--- src/hw/rtl/tcw_pkg.sv ---
// Shared constants, types and codes of the text console writer.
`timescale 1ns / 1ps
package tcw_pkg;

  // Screen geometry
  localparam int COLUMNS       = 80;
  localparam int ROWS          = 25;
  localparam int CELLS         = ROWS * COLUMNS;
  localparam int LAST_ROW_BASE = (ROWS - 1) * COLUMNS;

  // Field and storage widths
  localparam int CHAR_W = 8;
  localparam int ATTR_W = 8;
  localparam int CELL_W = CHAR_W + ATTR_W;           // {attr, char}
  localparam int ADDR_W = $clog2(CELLS);
  localparam int CUR_W  = $clog2(CELLS + 1);          // cursor may sit one past the end
  localparam int ROW_W  = $clog2(ROWS + 1);
  localparam int COL_W  = $clog2(COLUMNS);
  localparam int ACT_W  = 2;
  localparam int IDX_W  = 11;                         // read_index field
  localparam int POS_W  = 11;                         // cursor_pos field
  localparam int CMP_W  = (CUR_W > IDX_W) ? CUR_W : IDX_W;

  localparam logic [CHAR_W-1:0] BLANK_CHAR   = 8'd32;
  localparam logic [CHAR_W-1:0] NEWLINE_CHAR = 8'd10;
  localparam logic [ATTR_W-1:0] ATTR_RESET   = 8'd15;

  // Configuration register index (word address bit)
  localparam logic REG_TEXT_ATTR = 1'b0;

  typedef enum logic [ACT_W-1:0] {
    ACT_PUT       = 2'd0,
    ACT_BACKSPACE = 2'd1,
    ACT_CLEAR     = 2'd2,
    ACT_READ      = 2'd3
  } action_t;

  typedef enum logic [1:0] {
    SW_INIT,
    SW_CLEAR,
    SW_SCROLL
  } sweep_t;

  typedef struct packed {
    logic   start;
    sweep_t kind;
  } sweep_cmd_t;

  typedef struct packed {
    logic              we;
    logic [ADDR_W-1:0] waddr;
    logic [CELL_W-1:0] wdata;
    logic              re;
    logic [ADDR_W-1:0] raddr;
  } ram_req_t;

  typedef enum logic [2:0] {
    ST_IDLE,
    ST_READ,
    ST_SCROLL,
    ST_CLEAR,
    ST_RESP
  } state_t;

endpackage

--- src/hw/rtl/tcw_sweep.sv ---
// Whole-screen sweep engine: reset fill, clear fill and one-row scroll.
`timescale 1ns / 1ps
module tcw_sweep import tcw_pkg::*; (
  input  logic              clk,
  input  logic              rst_n,
  input  sweep_cmd_t        cmd,
  input  logic [ATTR_W-1:0] attr,
  input  logic [CELL_W-1:0] rd_data,
  output logic              busy,
  output ram_req_t          req
);

  localparam logic [ADDR_W-1:0] IDX_END  = ADDR_W'(CELLS - 1);
  localparam logic [ADDR_W-1:0] IDX_LAST = ADDR_W'(LAST_ROW_BASE);

  logic              active_r;
  logic              issue_r;
  sweep_t            kind_r;
  logic [ADDR_W-1:0] idx_r;
  logic              wpend_r;
  logic [ADDR_W-1:0] widx_r;
  logic              wlast_r;

  logic              idx_is_end;
  logic              in_last;
  logic [ADDR_W-1:0] src;
  logic [ATTR_W-1:0] fill_attr;

  always_comb begin
    idx_is_end = (idx_r == IDX_END);
    in_last    = (idx_r >= IDX_LAST);
    src        = in_last ? idx_r : idx_r + ADDR_W'(COLUMNS);
    fill_attr  = (kind_r == SW_CLEAR) ? attr : '0;
    req        = '0;
    // fill: one blank cell per cycle
    if (issue_r && kind_r != SW_SCROLL) begin
      req.we    = 1'b1;
      req.waddr = idx_r;
      req.wdata = {fill_attr, BLANK_CHAR};
    end
    // scroll: read the cell one row down (or the cell itself on the last row)
    if (issue_r && kind_r == SW_SCROLL) begin
      req.re    = 1'b1;
      req.raddr = src;
    end
    // scroll write-back, in the cycle after the read
    if (wpend_r) begin
      req.we    = 1'b1;
      req.waddr = widx_r;
      req.wdata = wlast_r ? {rd_data[CELL_W-1 -: ATTR_W], BLANK_CHAR} : rd_data;
    end
  end

  always_ff @(posedge clk) begin
    if (!rst_n) begin
      active_r <= 1'b1;
      issue_r  <= 1'b1;
      kind_r   <= SW_INIT;
      idx_r    <= '0;
      wpend_r  <= 1'b0;
    end else begin
      wpend_r <= issue_r && (kind_r == SW_SCROLL);
      if (cmd.start) begin
        active_r <= 1'b1;
        issue_r  <= 1'b1;
        kind_r   <= cmd.kind;
        idx_r    <= '0;
      end else if (issue_r) begin
        idx_r <= idx_r + 1'b1;
        if (idx_is_end) begin
          issue_r <= 1'b0;
          if (kind_r != SW_SCROLL) begin
            active_r <= 1'b0;
          end
        end
      end
      if (wpend_r && widx_r == IDX_END) begin
        active_r <= 1'b0;
      end
    end
  end

  always_ff @(posedge clk) begin
    widx_r  <= idx_r;
    wlast_r <= in_last;
  end

  assign busy = active_r;

endmodule

--- config.mk ---
export PLATFORM = sky130hd
export DESIGN_NAME = tcw_sweep
export DESIGN_NICKNAME = d
export VERILOG_FILES = /design/src/hw/rtl/tcw_pkg.sv /design/src/hw/rtl/tcw_sweep.sv
export SDC_FILE = /design/constraint.sdc
export NUM_CORES = 1
export LEC_CHECK = 0
export ABC_AREA = 0
export BUFFER_PORTS_ARGS = -buffer_cell sky130_fd_sc_hd__buf_4
export CAP_MARGIN = 15
export CORE_MARGIN = 2
export CORE_UTILIZATION = 30
export CTS_BUF_LIST = sky130_fd_sc_hd__clkbuf_2 sky130_fd_sc_hd__clkbuf_4 sky130_fd_sc_hd__clkbuf_8
export DETAILED_ROUTE_END_ITERATION = 7
export GPL_TIMING_DRIVEN = 0
export PLACE_DENSITY = 0.53
export RECOVER_POWER = 100
export SYNTH_ARGS = -nofsm -noshare
export SYNTH_HDL_FRONTEND = slang
export SYNTH_SLANG_ARGS = --single-unit
--- constraint.sdc ---
create_clock -name clk -period 1.75 [get_ports clk]
set_clock_uncertainty 0.1 [all_clocks]
set_input_delay 0.0875 -clock clk [delete_from_list [all_inputs] [get_ports clk]]
set_output_delay 0.0875 -clock clk [all_outputs]
set_load 0.01 [all_outputs]
==> impl_summary.txt <==
----------------------------------------------------
[Power and ir drop]
  Net switching power figure ... 301 uW
  Internal power of the cells ... between 900 and 1000 uW
  Switching share of power ... a little under a quarter
  Register share of total power ... 51.7%
  Max VDD drop ... 290 uV
  Relative contribution of the clock network to total power ... 32.2%
  Ratio of total power to cell area ... 517 mW/mm^2
  Relative contribution of combinational cells to total power ... 16.1%
  Leakage ... between 0.001 and 0.0015 uW

[STA]
  Final critical path time including I/O delays and setup ... between 1500 and 2000 ps
  Final worst setup slack ... -11.0 ps
  Final number of hold-violating endpoints ... 0
  Period Utilization, post-route ... 101%
  Unrepaired setup endpoints after global routing ... true
  Count of final max-slew check failures ... 0
  Maximum achievable frequency ... approximately 570 MHz
  Slew at the pin with the worst max-slew slack ... around 480 ps
  # setup viols final ... 1
  Setup Total Neg Slack ... -11.0 ps
  Relative slew slack ... about two thirds

[Setup path]
  Critical path cell sequence ... buf_6 > inv_4 > or2_1 > buf_6 > nor3_1 > buf_4
  Critical Setup Path Class ... reg -> out
  Slowest Stage Delay on Critical Path ... between 300 and 400 ps
  Type of destination of the critical path ... output port
  Slowest cell on the critical path ... dfxtp_2
  Required arrival time at the worst endpoint ... between 1500 and 2000 ps
  Arrival time of the worst setup path ... between 1500 and 2000 ps
  Buf+Inv Stages, Crit Path ... 4
  Category of cells accounting for the largest share of critical-path delay ... simple AND/OR/NAND/NOR gates
  Most common cell on crit path ... buf_6
  Startpoint type of the worst setup path ... flip-flop
  CP max FO ... 4

[Synthesis]
  Post-synthesis share of cell area spent on and, or, nand and nor gates ... 29.0%
  Portion of the post-synthesis area used by sequential elements ... a little over a third
  #FFs+latches synth ... 28
  Number of enable-type register cells in the synthesized netlist ... 0
  Main area contributors after synthesis ... dfxtp_1, nand2_1, a22o_1
  Flip-flop cell with the highest count after synthesis ... dfxtp_1
  Fraction of the mapped netlist area in adder cells ... under 10%
  Multiplexer share of the synthesized area ... about 1.9%
  Net count after synthesis ... 224
  Total standard cell area after synthesis ... about 0.0015 mm^2
  Share of the synthesized area in the top cell type ... between 30 and 40%
  Synth Area in Compound Gates ... between 10% and 20%
  Synth cell types ... 42
  Fraction of registers with async set or reset after synthesis ... 0%
  Library cell with the largest summed area after synthesis ... dfxtp_1
  Yosys warns ... 0
  Cells after synthesis ... 191
  Largest family of logic cells by synthesized area ... simple AND/OR/NAND/NOR gates
  Synth Area per Inst ... 8.06 um^2
  Synthesized-area fraction occupied by xor and xnor cells ... roughly 2.3%

[Routing]
  Post-detailed-route DRC marker count ... 0
  Antenna viol nets, final ... 0
  DR vias/cell ... 4.81
  Iteration-0 DRC count of the detailed router ... a little over 40
  Number of search-and-repair iterations in the first detailed-routing pass ... 6
  Total wire length after detailed routing ... 4.68 mm
  Overall via count from detail_route ... between 1500 and 2000
  WL per Instance ... ~14 um

[Outcome]
  Failing checks ... setup timing
  Run status ... finished with violations

[GRT]
  Total congestion overflow ... 0
  First-pass GRT wire length ... ~7 mm
  Number of antenna violations at the first check in global routing ... 0
  Maximum number of pins on one net before global-route repair ... 16
  Vias in the first global route ... around 1500
  Total GRT Usage ... 16.3%

[Placed design]
  HPWL Detailed ... 3.43 mm
  Standard cell area after detailed placement ... roughly 0.0021 mm^2
  Final RePlAce weighted congestion ... slightly below 0.8
  Input/output buffers ... roughly 70

[CTS]
  Sink count of the clock tree ... 28
  Bufs on Longest Clock Path ... 2
  Clock H-tree levels ... 1
  Later-pin clock latency in the skew report ... ~280 ps
  TritonCTS buffer count ... 3
  Clock-pin slew on the worst setup and hold paths ... about 100 ps
  Root buffer cell ... clkbuf_8
  TritonCTS clock tree ... yes

[Floorplan]
  Die Wd ... approximately 76 um
  Core area ... a little over 0.005 mm^2
  Initial core utilization ... between 30% and 40%
  Die area ... 0.00572 mm^2
  Row cnt ... 26
  Die height ... 75.7 um
  Number of top-level design ports ... 70

[Layout]
  Number of nets in the final layout ... 308
  Area overhead of the layout relative to synthesis ... 58.5%
  Commonest cells after routing, fill and taps aside ... buf_4, nand2_1, dfxtp_1
  Fraction of final layout cells with drive strength greater than 1 ... 47.1%
  Post-route cell area ... 0.00244 mm^2
  Number of inserted diodes ... 0
  Most common cell after layout, fill and taps aside ... buf_4

[Hold path]
  Worst min-delay path class ... in -> reg

[Flow run]
  Number of max-capacitance violations reported ... 0

----------------------------------------------------
-- power by group through the flow --
stage	combinational (uW)	clock (uW)	sequential, uW
floorplan	75.5	0	666
global placement	175	0	669
detailed placement	175	0	669
CTS	204	418	656
global route	221	443	654
finish	203	407	653
-- repair_timing --
item                                    CTS  global route
hold buffers                              3             0
resized for setup                        22            30
endpoints found under the setup margin   25            22
hold endpoints to repair                  3             0
setup buffers                             6             4
pin swaps                                 2             4
-- path summary, 6_finish.rpt --
check | startpoint | end | cells past startpoint | slack, ps
setup / recovery | issue_r$_SDFF_PP1_ | req[9] | 6 | -10
hold reg to reg | idx_r[3]$_SDFFE_PP0P_ | widx_r[3]$_DFF_P_ | 0 | 250
hold / removal | cmd[2] | kind_r[0]$_SDFFE_PN0P_ | 3 | 4
setup reg to reg | idx_r[0]$_SDFFE_PP0P_ | idx_r[8]$_SDFFE_PP0P_ | 4 | 180
-- registers in the layout, indices dropped and copies added, names as in the netlist --
name     cells
busy         1
kind_r       2
idx_r       11
wlast_r      1
widx_r      11
wpend_r      1
issue_r      1
-- worst reg2reg max path, cell delays in order (launching register included) --
cell	delay (ps)
dfxtp_2	420
ha_1	230
nand4_1	230
or3_1	400
a21oi_1	130
-- cell type report --
type	count	area, um^2
Clock buffer	4	55.1
Sequential cell	28	583
Inverter	10	47.5
Fill cell	531	2600
Tap cell	70	87.6
Multi-Input combinational cell	139	938
Buffer	11	86.3
Timing Repair Buffer	82	643
-- Yosys cell counts, types with 2 or more instances --
cell / number
a21oi_1: 11
xor2_1: 2
o31ai_1: 5
nor2b_1: 3
nand4_1: 3
a22o_1: 8
buf_6: 2
nand4b_1: 2
buf_2: 5
nand2_1: 21
nand3_1: 12
o21a_1: 2
and2_1: 10
dfxtp_1: 28
o21ai_0: 12
buf_4: 3
mux2i_1: 3
a31oi_1: 3
ha_1: 4
clkbuf_1: 4
xnor2_1: 2
or3_1: 4
nand4_2: 2
inv_1: 8
nor2_1: 10
nand2b_1: 3
nor3_1: 4
-- cell families (layout without fill, tap and decap cells) --
kind of cell             Yosys count  count (layout)
flip-flops                        28              28
buffers and inverters             24             107
AND/OR/NAND/NOR                   82              82
multiplexers                       3               3
AO/OA/AOI/OAI                     46              46
XOR/XNOR                           4               4
adder cells (fa/ha/maj)            4               4
-- stage by stage --
step	setup slack [ps]	cells	power [uW]	hold WS (ps)	util, %
6_report	-11.0	344	1260	3.69	48.4
5_1_grt	-80.8	344	1320	35.9	48.4
4_1_cts	-89.0	342	1280	5.03	46.7
3_5_place_dp	87.4	330	844	232	42.6
3_3_place_gp	91.1	330	844	229	42.6
2_1_floorplan	292	191	742	109	-
-- layer usage --
metal / global-route usage, % / routed length [um] / vias up
met5: 0 / 0 / -
met4: 2.92 / 27 / 0
met3: 1.98 / 267 / 3
met2: 28.5 / 2210 / 46
met1: 21.7 / 2170 / 765
li1: - / - / 841
Power figures use the tool's default switching activity.
